[config.mk]
export PLATFORM = sky130hd
export DESIGN_NAME = min_runtime_run_queue_top_flat
export DESIGN_NICKNAME = d
export VERILOG_FILES = /design/src/mrq_pkg.sv /design/src/mrq_if.sv /design/src/mrq_cell.sv /design/src/mrq_ctrl.sv /design/src/min_runtime_run_queue_top.sv /design/src/flat_wrapper.sv
export VERILOG_INCLUDE_DIRS = /design/src /design/src/src
export SDC_FILE = /design/constraint.sdc
export NUM_CORES = 2
export LEC_CHECK = 0
export BUFFER_PORTS_ARGS = -buffer_cell sky130_fd_sc_hd__buf_2
export CAP_MARGIN = 20
export CORE_UTILIZATION = 45
export DETAILED_ROUTE_END_ITERATION = 12
export GPL_TIMING_DRIVEN = 0
export PLACE_DENSITY = 0.67
export SLEW_MARGIN = 20
export SYNTH_ARGS = -nofsm -noshare
export SYNTH_HDL_FRONTEND = slang
export SYNTH_HIERARCHICAL = 1
export SYNTH_SLANG_ARGS = --single-unit
[constraint.sdc]
create_clock -name clk -period 7 [get_ports clk]
set_clock_uncertainty 0.2 [all_clocks]
set_input_delay 0.35 -clock clk [delete_from_list [all_inputs] [get_ports clk]]
set_output_delay 0.35 -clock clk [all_outputs]
set_load 0.02 [all_outputs]
[src/min_runtime_run_queue_top_defines.svh]
// assertion macros for the least-runtime run queue
// used by the controller, no other dependencies
`ifndef MIN_RUNTIME_RUN_QUEUE_TOP_DEFINES_SVH
`define MIN_RUNTIME_RUN_QUEUE_TOP_DEFINES_SVH

// implication checked in the next cycle
`define MRQ_ASSERT_NEXT(label, ante, cons, msg) \
    label: assert property (@(posedge clk) disable iff (!rst_n) (ante) |=> (cons)) \
        else $error(msg);

// implication checked in the same cycle
`define MRQ_ASSERT_NOW(label, ante, cons, msg) \
    label: assert property (@(posedge clk) disable iff (!rst_n) (ante) |-> (cons)) \
        else $error(msg);

`endif

[src/mrq_pkg.sv]
// shared types and codes of the least-runtime run queue
// no dependencies
package mrq_pkg;

    typedef enum logic [1:0] {
        CMD_ADD    = 2'd0,
        CMD_REMOVE = 2'd1,
        CMD_SET    = 2'd2,
        CMD_PICK   = 2'd3
    } cmd_t;

    typedef enum logic [1:0] {
        ST_OK     = 2'd0,
        ST_FULL   = 2'd1,
        ST_ABSENT = 2'd2
    } status_t;

    typedef enum logic [1:0] {
        S_IDLE,
        S_SCAN,
        S_DONE
    } state_t;

    typedef struct packed {
        logic [7:0]  id;
        logic [62:0] runtime;
    } entry_t;

    // controller to cell row
    typedef struct packed {
        logic shift;
        logic push;
        logic add;
    } row_ctrl_t;

    // per-cell load control
    typedef struct packed {
        logic we;
        logic ext;
    } cell_sel_t;

endpackage

[src/mrq_if.sv]
// channel interfaces of the least-runtime run queue
// command channel and result channel, no dependencies
interface mrq_cmd_if;
    logic        valid;
    logic        ready;
    logic [1:0]  command;
    logic [7:0]  entity_id;
    logic [62:0] runtime;

    modport source (output valid, output command, output entity_id, output runtime,
                    input ready);
    modport sink (input valid, input command, input entity_id, input runtime,
                  output ready);
endinterface

interface mrq_res_if;
    logic       valid;
    logic       ready;
    logic       found;
    logic [7:0] chosen_id;
    logic [1:0] status;

    modport source (output valid, output found, output chosen_id, output status,
                    input ready);
    modport sink (input valid, input found, input chosen_id, input status,
                  output ready);
endinterface

[src/mrq_cell.sv]
// one queue slot: id and runtime, loaded from its right neighbor or the controller
// depends on mrq_pkg
module mrq_cell
    import mrq_pkg::*;
(
    input  logic      clk,
    input  cell_sel_t sel,
    input  entry_t    nbr,
    input  entry_t    ext,
    output entry_t    q
);

    entry_t entry_reg;
    entry_t entry_next;

    always_comb
    begin
        entry_next = sel.ext ? ext : nbr;
    end

    always_ff @(posedge clk)
    begin
        if (sel.we)
        begin
            entry_reg <= entry_next;
        end
    end

    assign q = entry_reg;

endmodule

[src/mrq_ctrl.sv]
// command sequencer: rotates the cell row through the head cell for each scan
// depends on mrq_pkg, mrq_if and min_runtime_run_queue_top_defines.svh
`include "min_runtime_run_queue_top_defines.svh"

module mrq_ctrl
    import mrq_pkg::*;
#(
    parameter int SLOTS = 16,
    localparam int CW = $clog2(SLOTS + 1)
)
(
    input  logic          clk,
    input  logic          rst_n,
    mrq_cmd_if.sink       cmd,
    mrq_res_if.source     res,
    input  entry_t        head,
    output row_ctrl_t     row_ctrl,
    output entry_t        push_entry,
    output logic [CW-1:0] count,
    output logic [CW-1:0] len
);

    state_t        state_reg, state_next;
    cmd_t          cmd_reg, cmd_next;
    logic [7:0]    id_reg, id_next;
    logic [62:0]   rt_reg, rt_next;
    logic [CW-1:0] count_reg, count_next;
    logic [CW-1:0] len_reg, len_next;
    logic [CW-1:0] steps_reg, steps_next;
    logic          hit_reg, hit_next;
    logic [62:0]   best_rt_reg, best_rt_next;
    logic [7:0]    best_id_reg, best_id_next;
    logic          res_valid_reg, res_valid_next;
    logic          res_found_reg, res_found_next;
    logic [7:0]    res_id_reg, res_id_next;
    status_t       res_status_reg, res_status_next;

    logic accept;
    logic match;
    logic full;

    assign accept = cmd.valid && cmd.ready;
    assign match  = (head.id == id_reg);
    assign full   = (count_reg >= CW'(SLOTS));

    always_comb
    begin
        state_next = state_reg;
        unique case (state_reg)
            S_IDLE:
            begin
                if (cmd.valid)
                begin
                    if (cmd_t'(cmd.command) == CMD_ADD || count_reg == '0)
                    begin
                        state_next = S_DONE;
                    end
                    else
                    begin
                        state_next = S_SCAN;
                    end
                end
            end
            S_SCAN:
            begin
                if (steps_reg == CW'(1))
                begin
                    state_next = S_DONE;
                end
            end
            S_DONE:
            begin
                if (!res_valid_reg || res.ready)
                begin
                    state_next = S_IDLE;
                end
            end
            default:
            begin
                state_next = S_IDLE;
            end
        endcase
    end

    always_comb
    begin
        cmd.ready       = (state_reg == S_IDLE);
        row_ctrl        = '0;
        push_entry      = head;
        cmd_next        = cmd_reg;
        id_next         = id_reg;
        rt_next         = rt_reg;
        count_next      = count_reg;
        len_next        = len_reg;
        steps_next      = steps_reg;
        hit_next        = hit_reg;
        best_rt_next    = best_rt_reg;
        best_id_next    = best_id_reg;
        res_valid_next  = res_valid_reg && !res.ready;
        res_found_next  = res_found_reg;
        res_id_next     = res_id_reg;
        res_status_next = res_status_reg;

        if (accept)
        begin
            cmd_next   = cmd_t'(cmd.command);
            id_next    = cmd.entity_id;
            rt_next    = cmd.runtime;
            len_next   = count_reg;
            steps_next = count_reg;
            hit_next   = 1'b0;
            if (cmd_t'(cmd.command) == CMD_ADD)
            begin
                hit_next = full;
                if (!full)
                begin
                    row_ctrl.add       = 1'b1;
                    push_entry.id      = cmd.entity_id;
                    push_entry.runtime = cmd.runtime;
                    count_next         = count_reg + CW'(1);
                end
            end
        end

        if (state_reg == S_SCAN)
        begin
            row_ctrl.shift = 1'b1;
            row_ctrl.push  = 1'b1;
            steps_next     = steps_reg - CW'(1);
            unique case (cmd_reg)
                CMD_PICK:
                begin
                    if (!hit_reg || head.runtime < best_rt_reg)
                    begin
                        best_rt_next = head.runtime;
                        best_id_next = head.id;
                    end
                    hit_next = 1'b1;
                end
                CMD_SET:
                begin
                    if (match)
                    begin
                        push_entry.runtime = rt_reg;
                        hit_next           = 1'b1;
                    end
                end
                CMD_REMOVE:
                begin
                    if (match && !hit_reg)
                    begin
                        // drop the entry and shrink the ring
                        row_ctrl.push = 1'b0;
                        len_next      = len_reg - CW'(1);
                        hit_next      = 1'b1;
                    end
                end
                CMD_ADD:
                begin
                    row_ctrl.push = 1'b1;
                end
                default:
                begin
                    row_ctrl.push = 1'b1;
                end
            endcase
            if (steps_reg == CW'(1) && cmd_reg == CMD_REMOVE && hit_next)
            begin
                count_next = count_reg - CW'(1);
            end
        end

        if (state_reg == S_DONE && (!res_valid_reg || res.ready))
        begin
            res_valid_next = 1'b1;
            res_found_next = 1'b0;
            res_id_next    = '0;
            unique case (cmd_reg)
                CMD_ADD:
                begin
                    res_status_next = hit_reg ? ST_FULL : ST_OK;
                end
                CMD_REMOVE, CMD_SET:
                begin
                    res_status_next = hit_reg ? ST_OK : ST_ABSENT;
                end
                CMD_PICK:
                begin
                    res_status_next = ST_OK;
                    res_found_next  = hit_reg;
                    res_id_next     = hit_reg ? best_id_reg : 8'd0;
                end
                default:
                begin
                    res_status_next = ST_OK;
                end
            endcase
        end
    end

    always_ff @(posedge clk or negedge rst_n)
    begin
        if (!rst_n)
        begin
            state_reg     <= S_IDLE;
            count_reg     <= '0;
            res_valid_reg <= 1'b0;
        end
        else
        begin
            state_reg     <= state_next;
            count_reg     <= count_next;
            res_valid_reg <= res_valid_next;
        end
    end

    always_ff @(posedge clk)
    begin
        cmd_reg        <= cmd_next;
        id_reg         <= id_next;
        rt_reg         <= rt_next;
        len_reg        <= len_next;
        steps_reg      <= steps_next;
        hit_reg        <= hit_next;
        best_rt_reg    <= best_rt_next;
        best_id_reg    <= best_id_next;
        res_found_reg  <= res_found_next;
        res_id_reg     <= res_id_next;
        res_status_reg <= res_status_next;
    end

    assign res.valid     = res_valid_reg;
    assign res.found     = res_found_reg;
    assign res.chosen_id = res_id_reg;
    assign res.status    = res_status_reg;
    assign count         = count_reg;
    assign len           = len_reg;

    `MRQ_ASSERT_NOW(a_count_bound, 1'b1, count_reg <= CW'(SLOTS), "occupancy above slot count")
    `MRQ_ASSERT_NOW(a_scan_steps, state_reg == S_SCAN, steps_reg != '0 && len_reg != '0,
                    "scan running with no entries left")
    `MRQ_ASSERT_NEXT(a_add_grows,
                     accept && cmd_t'(cmd.command) == CMD_ADD && !full,
                     count_reg == $past(count_reg) + CW'(1), "add did not grow the queue")
    `MRQ_ASSERT_NOW(a_found_ok, res.valid && res.found, res.status == ST_OK,
                    "pick result with bad status")

endmodule

[src/min_runtime_run_queue_top.sv]
// least-runtime run queue: row of slot cells driven by a scan sequencer
// depends on mrq_pkg, mrq_if, mrq_cell and mrq_ctrl
//
// usage:
//   cmd channel takes one transaction per command: add, remove, set runtime, pick
//   res channel returns exactly one transaction per command, in order
//   entries sit in a row of cells in queue order; remove, set and pick rotate the
//   row through the head cell, one entry per cycle, so the queue is back in place
//   once every entry has passed through the head cell
// sequencing:
//   add goes from accept straight to the done state, which loads the result register
//   once it is free; remove, set and pick first pass through the scan state, which
//   rotates every entry held at accept (at most SLOTS); on an empty queue they skip it
//   one command is in work at a time, the next is accepted after its result
//   has moved into the output register
// reset:
//   occupancy goes to zero and no result is pending; slot contents are left as is
// stall:
//   the result waits in the output register while res.ready is low; one more
//   command may be accepted and worked, then cmd.ready stays low until the
//   waiting result is taken
module min_runtime_run_queue_top
    import mrq_pkg::*;
#(
    parameter int SLOTS = 16
)
(
    input  logic      clk,
    input  logic      rst_n,
    mrq_cmd_if.sink   cmd,
    mrq_res_if.source res
);

    localparam int CW = $clog2(SLOTS + 1);

    entry_t        cell_q [SLOTS];
    row_ctrl_t     row_ctrl;
    entry_t        push_entry;
    logic [CW-1:0] count;
    logic [CW-1:0] len;

    mrq_ctrl #(
        .SLOTS (SLOTS)
    ) u_ctrl (
        .clk        (clk),
        .rst_n      (rst_n),
        .cmd        (cmd),
        .res        (res),
        .head       (cell_q[0]),
        .row_ctrl   (row_ctrl),
        .push_entry (push_entry),
        .count      (count),
        .len        (len)
    );

    for (genvar i = 0; i < SLOTS; i++)
    begin : g_cell
        cell_sel_t sel;
        entry_t    nbr;
        logic      add_here;
        logic      push_here;

        assign add_here  = row_ctrl.add && (count == CW'(i));
        assign push_here = row_ctrl.shift && row_ctrl.push && (len == CW'(i + 1));
        assign sel.we    = row_ctrl.shift || add_here;
        assign sel.ext   = add_here || push_here;

        if (i == SLOTS - 1)
        begin : g_last
            assign nbr = push_entry;
        end
        else
        begin : g_mid
            assign nbr = cell_q[i + 1];
        end

        mrq_cell u_cell (
            .clk (clk),
            .sel (sel),
            .nbr (nbr),
            .ext (push_entry),
            .q   (cell_q[i])
        );
    end

endmodule

[src/flat_wrapper.sv]
// flat-port wrapper written by rule: the top's interface ports become plain ports
module min_runtime_run_queue_top_flat import mrq_pkg::*;
#(
    parameter int SLOTS = 16
)
  (clk, rst_n, cmd_valid, cmd_command, cmd_entity_id, cmd_runtime, cmd_ready, res_valid, res_found, res_chosen_id, res_status, res_ready);
  mrq_cmd_if cmd_i ();
  mrq_res_if res_i ();
  input  logic clk;
  input  logic rst_n;
  input wire logic [$bits(cmd_i.valid)-1:0] cmd_valid;
  input wire logic [$bits(cmd_i.command)-1:0] cmd_command;
  input wire logic [$bits(cmd_i.entity_id)-1:0] cmd_entity_id;
  input wire logic [$bits(cmd_i.runtime)-1:0] cmd_runtime;
  output wire logic [$bits(cmd_i.ready)-1:0] cmd_ready;
  output wire logic [$bits(res_i.valid)-1:0] res_valid;
  output wire logic [$bits(res_i.found)-1:0] res_found;
  output wire logic [$bits(res_i.chosen_id)-1:0] res_chosen_id;
  output wire logic [$bits(res_i.status)-1:0] res_status;
  input wire logic [$bits(res_i.ready)-1:0] res_ready;
  assign cmd_i.valid = cmd_valid;
  assign cmd_i.command = cmd_command;
  assign cmd_i.entity_id = cmd_entity_id;
  assign cmd_i.runtime = cmd_runtime;
  assign cmd_ready = cmd_i.ready;
  assign res_valid = res_i.valid;
  assign res_found = res_i.found;
  assign res_chosen_id = res_i.chosen_id;
  assign res_status = res_i.status;
  assign res_i.ready = res_ready;
  min_runtime_run_queue_top #(.SLOTS(SLOTS)) u_core (.clk(clk), .rst_n(rst_n), .cmd(cmd_i), .res(res_i));
endmodule
==> run summary <==
Drt wl/cell: 20.27 microns
Dpl hpwl: 81.84 mm
R2r endpoint: u_core/g_cell[11].u_cell/q[49]
GPL Wtd Cong: 0.7971
Critical Path RT: 7.25 ns
Antenna violations before repair: 5
Final Slew Violations: 0
Max VDD drop: 0.3297 mV
P_leak: 0.02720 uW
Cell depth of the worst min-delay path: 2
Switching pwr: 9878 uW
Final period util: 71.51%
Final #Nets: 3850
Residual overflow from global routing: 0
Combinational share of power: 35.5%
CTS max path bufs: 3
Synth warn: 6
Switching share of power: 27.92%
Most frequent cells in the layout: 1296 x edfxtp_1, 1120 x mux2_4, 181 x nand2_1
DR vias: 28510
# fillers: 10610
CTS clock-pin slew for the worst setup and hold paths: 0.06 ns
CTS tree: built
Starting DRC count in detailed routing: 1821
Netlist cell types: 63
Setup violations, final: 0
Synth-to-layout area growth: 16.15%
ANT nets after route: 0
Measured slew at the worst slew-check pin: 1.033 ns
Family with the most delay on the worst path: buffers and inverters
Syn avg cell area: 19.09 sq um
Worst min path class: input pin to flip-flop
Clock Power Share: 19.5%
FMAX: 0.1998 GHz
Hold slack: 0.1228 ns
R2R setup slack: 1.99 ns
CP startpoint kind: flip-flop
Area of the die: 0.1411 sq mm
Most frequent cell on the critical path: buf_16
Pwr dens: 484.9 mW/mm^2
Fin crit period: 5.005 ns
First-pass DRT Iterations: 5
Crit end category: flip-flop
DRC: 0
PortBufs: 89
Largest net degree at the start of global routing: 80
First-pass GRT wire length: 175.9 mm
Post-synth ARST share: 0.6107%
Final Cell Area: 0.07298 sq mm
CTS H-tree depth: 4
Utilization after layout: 52.88%
Cell Area, Synth: 0.06283 sq mm
Critical path's slowest cell: nand4b_1
Most common cell after layout, fill and taps aside: edfxtp_1
WL final: 114.9 mm
Top cell type's share of synthesized area: 61.94%
Max reg flops: 1136
Critical path buffers and inverters: 7
Worst-Skew Late Latency: 0.76 ns
Largest area contributor in the netlist: edfxtp_1
Critical Path AT: 5.25 ns
Fin. Hold Viols: 0
EDFF count, synth: 1296
I/O Pins: 90
Worst slew margin: 31.14%
Dpl cells: 5346
CTS sink count: 1310
Worst R2R Start: u_core/u_ctrl/state_reg[1]
CP cell instances: nor2_4 -> nand2_4 -> inv_6 -> nand3_1 -> inv_1 -> clkbuf_1 -> nand4b_1 -> o21bai_4 -> buf_16 -> buf_16 -> buf_8 -> buf_12
Placement Cell Area: 0.06797 sq mm
Dominant synthesized flop cell: edfxtp_1
Internal power: 25510 uW
Clock root cell: clkbuf_16
Tot GR Track Use: 16.39%
CP Max Fanout: 79
Status: finished clean
Initial Util: 45.53%
Hold Startpoint: cmd_runtime[18]
Crit path kind: flip-flop to flip-flop
Row count: 136
Vias in the first global route: 29570
Post-route setup TNS: 0 ns
R2r worst-path depth: 12
Drt via density: 5.028
Die X: 375.7 microns
Syn Nets: 3439
FF+latch count, synth: 1310
Core area: 0.1380 sq mm
Hold Crit Endpoint: u_core/u_ctrl/rt_reg[18]
CTS buffer count: 140
Largest cells by area after synthesis: edfxtp_1 62%, mux2_4 27%, buf_12 3.6%
Non-filler cells, final: 5670
Cells after Synth: 3291
RSZ-0062 raised after global routing: false
Flop pwr share: 45.0%
MaxCap Viol Count: 0
Peak per-stage delay on the critical path: 0.73 ns
Layout cells sized above 1: 45.69%
Sequential element share of the synthesized area: 62.45%
Die H: 375.7 microns
-- cell usage after synthesis, types with 7 or more instances --
library cell / count
a211oi_1: 9
dfrtp_1: 8
nand2_1: 181
xnor2_1: 10
buf_12: 112
edfxtp_1: 1296
inv_1: 76
a21oi_1: 20
and3_1: 8
nand4_1: 16
mux2_4: 1120
o22ai_1: 18
a31oi_1: 66
nand2b_1: 7
o21bai_1: 16
buf_6: 16
nand3_1: 9
clkbuf_1: 34
ha_1: 71
o21ai_0: 16
mux2_2: 17
nor2_1: 82
-- metal layers --
layer | global-route usage [%] | share of wire (%)
met1 | 20.63 | 43
met2 | 27.34 | 49
met3 | 3.847 | 5.3
met4 | 6.253 | 3.2
met5 | 0 | 0.042
-- power by group through the flow --
stage	combinational [uW]	clock, uW	sequential (uW)
floorplan	8580	0	16200
detailed placement	12600	0	16100
global route	13500	7350	16300
CTS	12700	7060	16000
finish	12600	6890	15900
global placement	10600	0	16800
-- kinds of logic after synthesis --
| kind of cell | share of synthesized area, % |
|---|---|
| AOI/OAI and AO/OA | 1.774 |
| and+or+nand+nor | 2.495 |
| adders and majority gates | 1.414 |
| xor gates and xnor gates | 0.2071 |
| DFF | 62.45 |
| muxes | 27.08 |
| buffers and inverters | 4.574 |
-- area by class of cell --
| class | count | area (sq um) | area share [%] |
|---|---|---|---|
| clock inverter | 75 | 508.0 | 0.6961 |
| inverter | 77 | 294.0 | 0.4029 |
| timing repair buffer | 269 | 2970 | 4.070 |
| buffer | 170 | 2584 | 3.541 |
| tap | 1863 | 2331 | 3.194 |
| multi-input combinational | 1734 | 21320 | 29.22 |
| antenna | 1 | 2.502 | 0.003429 |
| sequential | 1310 | 39240 | 53.77 |
| clock buffer | 171 | 3726 | 5.106 |
-- metrics by stage --
stage / total power (uW) / setup slack (ns)
4_1_cts: 35720 / 1.764
6_report: 35380 / 1.995
2_1_floorplan: 24750 / 0.4761
5_1_grt: 37170 / 1.707
3_3_place_gp: 27320 / -2.651
3_5_place_dp: 28680 / 1.774
-- what timing repair did --
| item | in CTS | in global routing |
|---|---|---|
| resized for setup | 0 | 0 |
| endpoints found under the hold margin | 94 | 0 |
| hold buffers | 77 | 0 |
| buffers inserted | 0 | 0 |
-- worst max-delay path by stage --
| stage | startpoint | end | slack (ns) | cells after the start |
|---|---|---|---|---|
| detailed placement | u_core/u_ctrl/state_reg[1] | u_core/g_cell[11].u_cell/q[29] | 1.77 | 12 |
| floorplan | u_core/u_ctrl/state_reg[1] | u_core/g_cell[4].u_cell/q[0] | 0.48 | 9 |
| CTS | u_core/u_ctrl/state_reg[1] | u_core/g_cell[11].u_cell/q[48] | 1.76 | 12 |
| finish | u_core/u_ctrl/state_reg[1] | u_core/g_cell[11].u_cell/q[49] | 1.99 | 12 |
| global route | u_core/u_ctrl/state_reg[1] | u_core/g_cell[11].u_cell/q[32] | 1.71 | 12 |
| global placement | u_core/u_ctrl/state_reg[1] | u_core/g_cell[0].u_cell/q[34] | -2.65 | 9 |
-- worst reg2reg max path: stages (launching register included) --
cell and delay [ns]:
dfrtp_1 0.43, nor2_4 0.16, nand2_4 0.12, inv_6 0.63, nand3_1 0.21, inv_1 0.19, clkbuf_1 0.57, nand4b_1 0.73
o21bai_4 0.66, buf_16 0.22, buf_16 0.17, buf_8 0.18, buf_12 0.20
No activity file was read; power rests on OpenSTA's default activity.
